**src/bpdc_pkg.sv**
```systemverilog
// Shared types and constants for the button press debounce classifier.
// Used by the front end, the event queue, the back end and the top level.
// No dependencies.
`default_nettype none

package bpdc_pkg;

    // Output fields are fixed at 32 bits.
    localparam int DATA_WIDTH = 32;
    localparam int CNT_WIDTH  = 8;

    // Configuration port.
    localparam int CFG_INDEX_WIDTH = 4;
    localparam logic [CFG_INDEX_WIDTH-1:0] REG_DEBOUNCE_COUNT = 4'd0;
    localparam logic [CFG_INDEX_WIDTH-1:0] REG_SHORT_LIMIT    = 4'd1;

    localparam logic [CNT_WIDTH-1:0]  DEBOUNCE_RESET    = 8'd5;
    localparam logic [DATA_WIDTH-1:0] SHORT_LIMIT_RESET = 32'd500;

    // Event queue between the front and back ends.
    localparam int QUEUE_DEPTH       = 4;
    localparam int QUEUE_PTR_WIDTH   = 2;
    localparam int QUEUE_COUNT_WIDTH = 3;

    // One confirmed release, as classified by the front end.
    typedef struct packed {
        logic [DATA_WIDTH-1:0] duration;
        logic                  is_short;
    } press_event_t;

endpackage : bpdc_pkg

`default_nettype wire

```
**src/bpdc_front.sv**
```systemverilog
// Front end: configuration registers, debounce counter, press timestamp and
// duration classification. Depends on bpdc_pkg.
`default_nettype none

module bpdc_front
    import bpdc_pkg::*;
#(
    parameter int TIME_WIDTH = 32
) (
    input  wire logic                       aclk,
    input  wire logic                       aresetn,
    input  wire logic                       in_valid,
    output logic                            in_ready,
    input  wire logic                       button_level,
    input  wire logic [DATA_WIDTH-1:0]      now_ms,
    input  wire logic                       cfg_valid,
    input  wire logic [CFG_INDEX_WIDTH-1:0] cfg_index,
    input  wire logic [DATA_WIDTH-1:0]      cfg_data,
    input  wire logic                       queue_full,
    output logic                            ev_valid,
    output press_event_t                    ev
);

    logic [CNT_WIDTH-1:0]  debounce_reg, debounce_next;
    logic [DATA_WIDTH-1:0] limit_reg, limit_next;
    logic                  stable_reg, stable_next;
    logic [CNT_WIDTH-1:0]  disagree_reg, disagree_next;
    logic [TIME_WIDTH-1:0] start_reg, start_next;

    logic                  accept;
    logic                  raw_pressed;
    logic                  disagree;
    logic [CNT_WIDTH-1:0]  cnt_inc;
    logic                  flip;
    logic [TIME_WIDTH-1:0] now_tw;
    logic [TIME_WIDTH-1:0] diff_tw;
    logic [DATA_WIDTH-1:0] dur32;
    logic                  dur_short;

    assign in_ready = ~queue_full;
    assign accept   = in_valid & in_ready;

    // Bring the timestamp into the internal time width and back out.
    // The class is decided on the full-width difference.
    generate
        if (TIME_WIDTH >= DATA_WIDTH) begin : g_wide_time
            assign now_tw    = TIME_WIDTH'(now_ms);
            assign dur32     = diff_tw[DATA_WIDTH-1:0];
            assign dur_short = diff_tw < TIME_WIDTH'(limit_reg);
        end else begin : g_narrow_time
            assign now_tw    = now_ms[TIME_WIDTH-1:0];
            assign dur32     = {{(DATA_WIDTH-TIME_WIDTH){1'b0}}, diff_tw};
            assign dur_short = dur32 < limit_reg;
        end
    endgenerate

    // Debounce decision for the current sample.
    assign raw_pressed = ~button_level;
    assign disagree    = raw_pressed != stable_reg;
    assign cnt_inc     = disagree_reg + CNT_WIDTH'(1);
    assign flip        = disagree & ~(cnt_inc < debounce_reg);

    // Duration and class of a release; a wrapped timestamp wraps the difference.
    assign diff_tw     = now_tw - start_reg;
    assign ev.duration = dur32;
    assign ev.is_short = dur_short;
    assign ev_valid    = accept & flip & ~raw_pressed;

    // Configuration writes; unknown indexes are ignored.
    always_comb begin
        debounce_next = debounce_reg;
        limit_next    = limit_reg;
        if (cfg_valid) begin
            unique case (cfg_index)
                REG_DEBOUNCE_COUNT: debounce_next = cfg_data[CNT_WIDTH-1:0];
                REG_SHORT_LIMIT:    limit_next    = cfg_data;
                default: begin
                end
            endcase
        end
    end

    // Debounce state update for each accepted item.
    always_comb begin
        stable_next   = stable_reg;
        disagree_next = disagree_reg;
        start_next    = start_reg;
        if (accept) begin
            if (!disagree) begin
                disagree_next = '0;
            end else if (flip) begin
                disagree_next = '0;
                stable_next   = raw_pressed;
                if (raw_pressed) begin
                    start_next = now_tw;
                end
            end else begin
                disagree_next = cnt_inc;
            end
        end
    end

    always_ff @(posedge aclk) begin
        if (!aresetn) begin
            debounce_reg <= DEBOUNCE_RESET;
            limit_reg    <= SHORT_LIMIT_RESET;
            stable_reg   <= 1'b0;
            disagree_reg <= '0;
            start_reg    <= '0;
        end else begin
            debounce_reg <= debounce_next;
            limit_reg    <= limit_next;
            stable_reg   <= stable_next;
            disagree_reg <= disagree_next;
            start_reg    <= start_next;
        end
    end

endmodule : bpdc_front

`default_nettype wire

```
**src/bpdc_queue.sv**
```systemverilog
// Short event queue between the front and back ends, with push and pop in
// the same cycle. Depends on bpdc_pkg.
`default_nettype none

module bpdc_queue
    import bpdc_pkg::*;
(
    input  wire logic         aclk,
    input  wire logic         aresetn,
    input  wire logic         push_valid,
    input  wire press_event_t push_data,
    output logic              full,
    output logic              pop_valid,
    input  wire logic         pop_ready,
    output press_event_t      pop_data
);

    press_event_t                 mem [QUEUE_DEPTH];
    logic [QUEUE_PTR_WIDTH-1:0]   wr_ptr_reg, wr_ptr_next;
    logic [QUEUE_PTR_WIDTH-1:0]   rd_ptr_reg, rd_ptr_next;
    logic [QUEUE_COUNT_WIDTH-1:0] count_reg, count_next;
    logic                         do_push;
    logic                         do_pop;

    assign full      = count_reg == QUEUE_COUNT_WIDTH'(QUEUE_DEPTH);
    assign pop_valid = count_reg != '0;
    assign pop_data  = mem[rd_ptr_reg];
    assign do_push   = push_valid & ~full;
    assign do_pop    = pop_valid & pop_ready;

    // Pointer and fill count update; the depth is a power of two.
    always_comb begin
        wr_ptr_next = wr_ptr_reg;
        rd_ptr_next = rd_ptr_reg;
        count_next  = count_reg;
        if (do_push) begin
            wr_ptr_next = wr_ptr_reg + QUEUE_PTR_WIDTH'(1);
        end
        if (do_pop) begin
            rd_ptr_next = rd_ptr_reg + QUEUE_PTR_WIDTH'(1);
        end
        if (do_push && !do_pop) begin
            count_next = count_reg + QUEUE_COUNT_WIDTH'(1);
        end else if (!do_push && do_pop) begin
            count_next = count_reg - QUEUE_COUNT_WIDTH'(1);
        end
    end

    always_ff @(posedge aclk) begin
        if (!aresetn) begin
            wr_ptr_reg <= '0;
            rd_ptr_reg <= '0;
            count_reg  <= '0;
        end else begin
            wr_ptr_reg <= wr_ptr_next;
            rd_ptr_reg <= rd_ptr_next;
            count_reg  <= count_next;
        end
    end

    // Storage for queued events.
    always_ff @(posedge aclk) begin
        if (do_push) begin
            mem[wr_ptr_reg] <= push_data;
        end
    end

endmodule : bpdc_queue

`default_nettype wire

```
**src/bpdc_back.sv**
```systemverilog
// Back end: running totals and the output register of the result channel.
// Depends on bpdc_pkg.
`default_nettype none

module bpdc_back
    import bpdc_pkg::*;
(
    input  wire logic               aclk,
    input  wire logic               aresetn,
    input  wire logic               ev_valid,
    output logic                    ev_ready,
    input  wire press_event_t       ev,
    output logic                    out_valid,
    input  wire logic               out_ready,
    output logic [DATA_WIDTH-1:0]   duration_ms,
    output logic                    is_short,
    output logic [DATA_WIDTH-1:0]   event_number,
    output logic [DATA_WIDTH-1:0]   press_total,
    output logic [DATA_WIDTH-1:0]   short_total,
    output logic [DATA_WIDTH-1:0]   long_total,
    output logic [DATA_WIDTH-1:0]   time_total,
    output logic [DATA_WIDTH-1:0]   short_time_total,
    output logic [DATA_WIDTH-1:0]   long_time_total
);

    logic                  valid_reg;
    logic [DATA_WIDTH-1:0] dur_reg;
    logic                  short_reg;
    // The event index and the count of all presses always move together.
    logic [DATA_WIDTH-1:0] all_count_reg, all_count_next;
    logic [DATA_WIDTH-1:0] short_count_reg, short_count_next;
    logic [DATA_WIDTH-1:0] long_count_reg, long_count_next;
    logic [DATA_WIDTH-1:0] all_time_reg, all_time_next;
    logic [DATA_WIDTH-1:0] short_time_reg, short_time_next;
    logic [DATA_WIDTH-1:0] long_time_reg, long_time_next;
    logic                  take;

    // A new event is taken when the output register is empty or being drained.
    assign ev_ready = ~valid_reg | out_ready;
    assign take     = ev_valid & ev_ready;

    // Totals after the event; they also form the result payload.
    always_comb begin
        all_count_next   = all_count_reg;
        short_count_next = short_count_reg;
        long_count_next  = long_count_reg;
        all_time_next    = all_time_reg;
        short_time_next  = short_time_reg;
        long_time_next   = long_time_reg;
        if (take) begin
            all_count_next = all_count_reg + DATA_WIDTH'(1);
            all_time_next  = all_time_reg + ev.duration;
            if (ev.is_short) begin
                short_count_next = short_count_reg + DATA_WIDTH'(1);
                short_time_next  = short_time_reg + ev.duration;
            end else begin
                long_count_next = long_count_reg + DATA_WIDTH'(1);
                long_time_next  = long_time_reg + ev.duration;
            end
        end
    end

    always_ff @(posedge aclk) begin
        if (!aresetn) begin
            valid_reg       <= 1'b0;
            all_count_reg   <= '0;
            short_count_reg <= '0;
            long_count_reg  <= '0;
            all_time_reg    <= '0;
            short_time_reg  <= '0;
            long_time_reg   <= '0;
        end else begin
            if (take) begin
                valid_reg <= 1'b1;
            end else if (out_ready) begin
                valid_reg <= 1'b0;
            end
            all_count_reg   <= all_count_next;
            short_count_reg <= short_count_next;
            long_count_reg  <= long_count_next;
            all_time_reg    <= all_time_next;
            short_time_reg  <= short_time_next;
            long_time_reg   <= long_time_next;
        end
    end

    // Per-event payload of the output register.
    always_ff @(posedge aclk) begin
        if (take) begin
            dur_reg   <= ev.duration;
            short_reg <= ev.is_short;
        end
    end

    assign out_valid        = valid_reg;
    assign duration_ms      = dur_reg;
    assign is_short         = short_reg;
    assign event_number     = all_count_reg;
    assign press_total      = all_count_reg;
    assign short_total      = short_count_reg;
    assign long_total       = long_count_reg;
    assign time_total       = all_time_reg;
    assign short_time_total = short_time_reg;
    assign long_time_total  = long_time_reg;

endmodule : bpdc_back

`default_nettype wire

```
**src/button_press_debounce_classifier.sv**
```systemverilog
// Button press debounce classifier, top level. Instantiates bpdc_front,
// bpdc_queue and bpdc_back; depends on bpdc_pkg.
// Throughput: one sample item per cycle while the four-entry event queue has
// room; the back end drains one event a cycle unless its output is stalled.
// A release result is held in the event queue, then in the output register.
// Reset (synchronous, aresetn low): totals, debounce state and queue cleared,
// debounce count set to 5 and short limit to 500 ms.
`default_nettype none

module button_press_debounce_classifier
    import bpdc_pkg::*;
#(
    parameter int TIME_WIDTH = 32
) (
    input  wire logic                       aclk,
    input  wire logic                       aresetn,
    // s_tdata: [0] button_level, [32:1] now_ms, [39:33] zero
    input  wire logic                       s_tvalid,
    output logic                            s_tready,
    input  wire logic [39:0]                s_tdata,
    // m_tdata: [31:0] duration_ms, [63:32] event_number, [95:64] press_total,
    // [127:96] short_total, [159:128] long_total, [191:160] time_total,
    // [223:192] short_time_total, [255:224] long_time_total
    output logic                            m_tvalid,
    input  wire logic                       m_tready,
    output logic [255:0]                    m_tdata,
    // m_tuser: [0] is_short
    output logic [0:0]                      m_tuser,
    input  wire logic                       cfg_valid,
    output logic                            cfg_ready,
    input  wire logic [CFG_INDEX_WIDTH-1:0] cfg_index,
    input  wire logic [DATA_WIDTH-1:0]      cfg_data
);

    logic                  front_ev_valid;
    press_event_t          front_ev;
    logic                  queue_full;
    logic                  queue_valid;
    logic                  queue_ready;
    press_event_t          queue_ev;
    logic [DATA_WIDTH-1:0] duration_ms;
    logic                  is_short;
    logic [DATA_WIDTH-1:0] event_number;
    logic [DATA_WIDTH-1:0] press_total;
    logic [DATA_WIDTH-1:0] short_total;
    logic [DATA_WIDTH-1:0] long_total;
    logic [DATA_WIDTH-1:0] time_total;
    logic [DATA_WIDTH-1:0] short_time_total;
    logic [DATA_WIDTH-1:0] long_time_total;

    // Configuration writes are always taken.
    assign cfg_ready = 1'b1;

    bpdc_front #(
        .TIME_WIDTH(TIME_WIDTH)
    ) u_front (
        .aclk        (aclk),
        .aresetn     (aresetn),
        .in_valid    (s_tvalid),
        .in_ready    (s_tready),
        .button_level(s_tdata[0]),
        .now_ms      (s_tdata[32:1]),
        .cfg_valid   (cfg_valid),
        .cfg_index   (cfg_index),
        .cfg_data    (cfg_data),
        .queue_full  (queue_full),
        .ev_valid    (front_ev_valid),
        .ev          (front_ev)
    );

    bpdc_queue u_queue (
        .aclk      (aclk),
        .aresetn   (aresetn),
        .push_valid(front_ev_valid),
        .push_data (front_ev),
        .full      (queue_full),
        .pop_valid (queue_valid),
        .pop_ready (queue_ready),
        .pop_data  (queue_ev)
    );

    bpdc_back u_back (
        .aclk            (aclk),
        .aresetn         (aresetn),
        .ev_valid        (queue_valid),
        .ev_ready        (queue_ready),
        .ev              (queue_ev),
        .out_valid       (m_tvalid),
        .out_ready       (m_tready),
        .duration_ms     (duration_ms),
        .is_short        (is_short),
        .event_number    (event_number),
        .press_total     (press_total),
        .short_total     (short_total),
        .long_total      (long_total),
        .time_total      (time_total),
        .short_time_total(short_time_total),
        .long_time_total (long_time_total)
    );

    // Pack the result item onto the master side.
    assign m_tdata = {long_time_total, short_time_total, time_total, long_total,
                      short_total, press_total, event_number, duration_ms};
    assign m_tuser = is_short;

endmodule : button_press_debounce_classifier

`default_nettype wire
```
**config.mk**
```make
export PLATFORM = sky130hd
export DESIGN_NAME = button_press_debounce_classifier
export DESIGN_NICKNAME = d
export VERILOG_FILES = /design/src/bpdc_pkg.sv /design/src/bpdc_front.sv /design/src/bpdc_queue.sv /design/src/bpdc_back.sv /design/src/button_press_debounce_classifier.sv
export SDC_FILE = /design/constraint.sdc
export NUM_CORES = 1
export LEC_CHECK = 0
export ABC_AREA = 1
export CORE_MARGIN = 10
export CORE_UTILIZATION = 25
export DETAILED_ROUTE_END_ITERATION = 10
export DONT_BUFFER_PORTS = 1
export PLACE_DENSITY_LB_ADDON = 0.12
export SYNTH_ARGS = -nofsm -noshare
export SYNTH_HDL_FRONTEND = slang
export SYNTH_SLANG_ARGS = --single-unit
export TNS_END_PERCENT = 100
```
**constraint.sdc**
```tcl
create_clock -name aclk -period 4.68 [get_ports aclk]
set_input_delay 1.404 -clock aclk [delete_from_list [all_inputs] [get_ports aclk]]
set_output_delay 1.404 -clock aclk [all_outputs]
set_load 0.05 [all_outputs]
```
==> results.json <==
{
  "status": "complete, no violations",
  "cts_setup_buffers": 0,
  "netlist-cell-type-count": 51,
  "gr-total-overflow": 0,
  "first_pass_iters": 5,
  "cts.repair.resized": 0,
  "seq_area_frac_synth_pct": 37.13,
  "dieArea_um2": 128300,
  "final_hold_viol_count": 0,
  "regMostFlops": "u_queue.mem",
  "fp.dieW_um": 358.2,
  "synthToLayoutAreaGrowth_pct": 14.08,
  "vias_per_cell": 4.353,
  "ys.flop_type": "dfxtp_1",
  "layout-drive-gt1-share_pct": 5.582,
  "worstPathCellList": "inv_1 > ha_1 > fa_1 > inv_1 > nand3_1 > nand2_1 > a21oi_1 > o21ai_0 > nand3b_1 > nand3_1 > nand2_1 > ha_1 > nand2_1 > nor2_1 > nand4_1 > nor4_1 > buf_4 > a21oi_1",
  "skew_ps": 35.28,
  "fin_area_um2": 32630,
  "vias": 25223,
  "ys_warn_count": 0,
  "largest_register_ff_count": 132,
  "routed_wl_mm": 102.0,
  "grt_usage_pct": 15.42,
  "synth-simple-area-share_pct": 30.22,
  "ys_ff_latch": 448,
  "synth_xor_area_share_pct": 3.032,
  "cp.buffers_inverters": 3,
  "grt_max_degree": 142,
  "crit_fanout": 4,
  "crit_path_top_delay_cell": "fa_1",
  "rsz0062_at_grt": "no",
  "placed_area_um2": 30500,
  "crit_path_end_kind": "register",
  "fmax_mhz": 251.0,
  "power_density_nw_per_um2": 667.6,
  "clk_pin_slew_ps": 60,
  "tightestPinTransition_ps": 1179,
  "slew_viol_final": 0,
  "final_antenna_net_count": 0,
  "die_h_um": 358.2,
  "cap_violations": 0,
  "vdd_drop_max_uv": 326.6,
  "fin_crit_ps": 3985,
  "antenna_found_initial": 6,
  "route.detailed.drc": 0,
  "critPathLaunchType": "input pin",
  "synth.area.mux_share_pct": 0,
  "numCtsBuffers": 60,
  "htreeDepth": 2,
  "wire_per_inst_um": 17.60,
  "grt_pass1_wl_mm": 152.1,
  "dpl.hpwl_mm": 79.09,
  "mostFrequentLayoutCells": "nand2_1 (1196), inv_1 (672), nor2_1 (575)",
  "core_um2": 114000,
  "leakage_uw": 0.01517,
  "fin_crit_sh_pct": 85.14,
  "setup_viol": 0,
  "final_nets": 4488,
  "layout_commonest_cell": "nand2_1",
  "synth_fa_ha_area_share_pct": 7.831,
  "crit_required_ps": 5030,
  "synth_top_family_by_area": "simple AND/OR/NAND/NOR gates",
  "crit_type": "in2reg",
  "synth_compound_area_share_pct": 10.40,
  "cts_tree": "done",
  "cp_data_arrival_time_ps": 4340,
  "gp_congestion": 0.8360,
  "grt_pass1_vias": 24835,
  "ios": 341,
  "slew_headroom_pct": 21.28,
  "insertion_delay_ps": 670,
  "syn_nets": 4464,
  "max_stage_delay_ps": 410,
  "cts_root_buf": "clkbuf_16",
  "synth_edf_count": 165,
  "cts_hold_buffers": 0,
  "syn_area_um2": 28600,
  "clockBufferDepth": 3,
  "synth_area_per_cell_um2": 6.798,
  "crit_top_cell": "nand2_1",
  "drt-initial-drc-count": 1428,
  "rows": 124,
  "critPathTopFamily": "simple AND/OR/NAND/NOR gates",
  "async_flop_share_pct": 0,
  "clock-sinks": 448,
  "finalSetupTns_ps": 0,
  "io_buffers": 0,
  "syn_inst": 4207,
  "start_util_pct": 25.08,
  "holdCritPathClass": "reg2reg"
}
per-layer routing:
metal | vias up | part of all wire (%) | GRT usage, % | wire (um)
met5 | - | 0.068 | 0 | 69
met4 | 10 | 2.7 | 4.373 | 2722
met3 | 123 | 4.9 | 3.162 | 5017
met2 | 388 | 48 | 26.90 | 49060
met1 | 11335 | 44 | 19.00 | 45150
li1 | 13367 | - | - | -
through the flow:
step / utilization, % / setup slack [ps] / total power, uW / hold slack (ps) / std cells
finish: 28.61 / 695.4 / 21780 / 458.4 / 5795
global route: 28.61 / 437.8 / 23700 / 485.0 / 5794
CTS: 28.61 / 670.2 / 22250 / 460.8 / 5794
detailed placement: 26.75 / -42.82 / 17150 / 448.9 / 5681
global placement: 26.75 / -75.48 / 17140 / 450.5 / 5681
floorplan: - / 652.8 / 13640 / 428.7 / 4207
power by group:
part | switching (uW) | internal [uW] | leakage, uW | total (uW)
registers | 2220 | 4700 | 0.00381 | 6920
logic | 6840 | 3080 | 0.0103 | 9930
clock network | 1920 | 3010 | 0.00102 | 4930
total | 11000 | 10800 | 0.0152 | 21800
cell families (layout without fill, tap and decap cells):
| logic type | after synthesis | in the layout |
|---|---|---|
| DFF | 448 | 448 |
| and+or+nand+nor | 2116 | 2116 |
| other | 1 | 2 |
| AOI/OAI and AO/OA | 558 | 558 |
| xor gates and xnor gates | 99 | 99 |
| buffers and inverters | 809 | 884 |
| adders and majority gates | 176 | 176 |
worst reg2reg max path, stage by stage (launching register included):
cell	delay (ps)
dfxtp_2	330
buf_4	570
nand2_1	130
a32oi_1	530
inv_1	310
fa_1	500
inv_1	130
nand3_1	80
nand3_1	210
nand3_1	110
nand3_1	230
nand2_1	120
nand3_1	100
nand2_1	50
nor2_1	150
nor2_1	60
synthesized netlist by cell type, types with 9 or more instances:
| library cell | count | area, um^2 |
|---|---|---|
| xnor2_1 | 32 | 280.3 |
| o21ai_0 | 207 | 1036 |
| inv_1 | 672 | 2522 |
| dfxtp_1 | 283 | 5665 |
| xor2_1 | 67 | 586.8 |
| ha_1 | 171 | 2140 |
| buf_2 | 32 | 160.2 |
| o22ai_1 | 30 | 187.7 |
| nor2_1 | 579 | 2173 |
| a21oi_1 | 259 | 1296 |
| clkbuf_1 | 52 | 195.2 |
| nand2_1 | 1196 | 4489 |
| nand3_1 | 186 | 930.9 |
| nand3b_1 | 9 | 67.56 |
| o21a_1 | 12 | 90.09 |
| nand4_1 | 39 | 244.0 |
| edfxtp_1 | 165 | 4955 |
| buf_4 | 41 | 307.8 |
| nor3_1 | 49 | 245.2 |
| o21bai_1 | 11 | 82.58 |
area by class of cell:
class / instances / area (um^2)
Tap cell: 1512 / 1892
Fill cell: 12621 / 81410
Antenna cell: 1 / 2.502
Clock buffer: 79 / 1673
Timing Repair Buffer: 91 / 695.7
Clock inverter: 34 / 449.2
Multi-Input combinational cell: 2950 / 14740
Inverter: 680 / 2559
Sequential cell: 448 / 10620
worst paths after layout:
check	startpoint	cells past startpoint	to	slack (ps)
max	s_tdata[1]	18	u_queue.mem[2][0]	700
min	u_front.debounce_reg[0]	2	u_front.debounce_reg[0]	460
max reg2reg	register	15	u_back.short_time_total[28]	970
min reg2reg	u_front.debounce_reg[0]	2	u_front.debounce_reg[0]	460
Note: power is estimated with default switching activity, not from simulation.
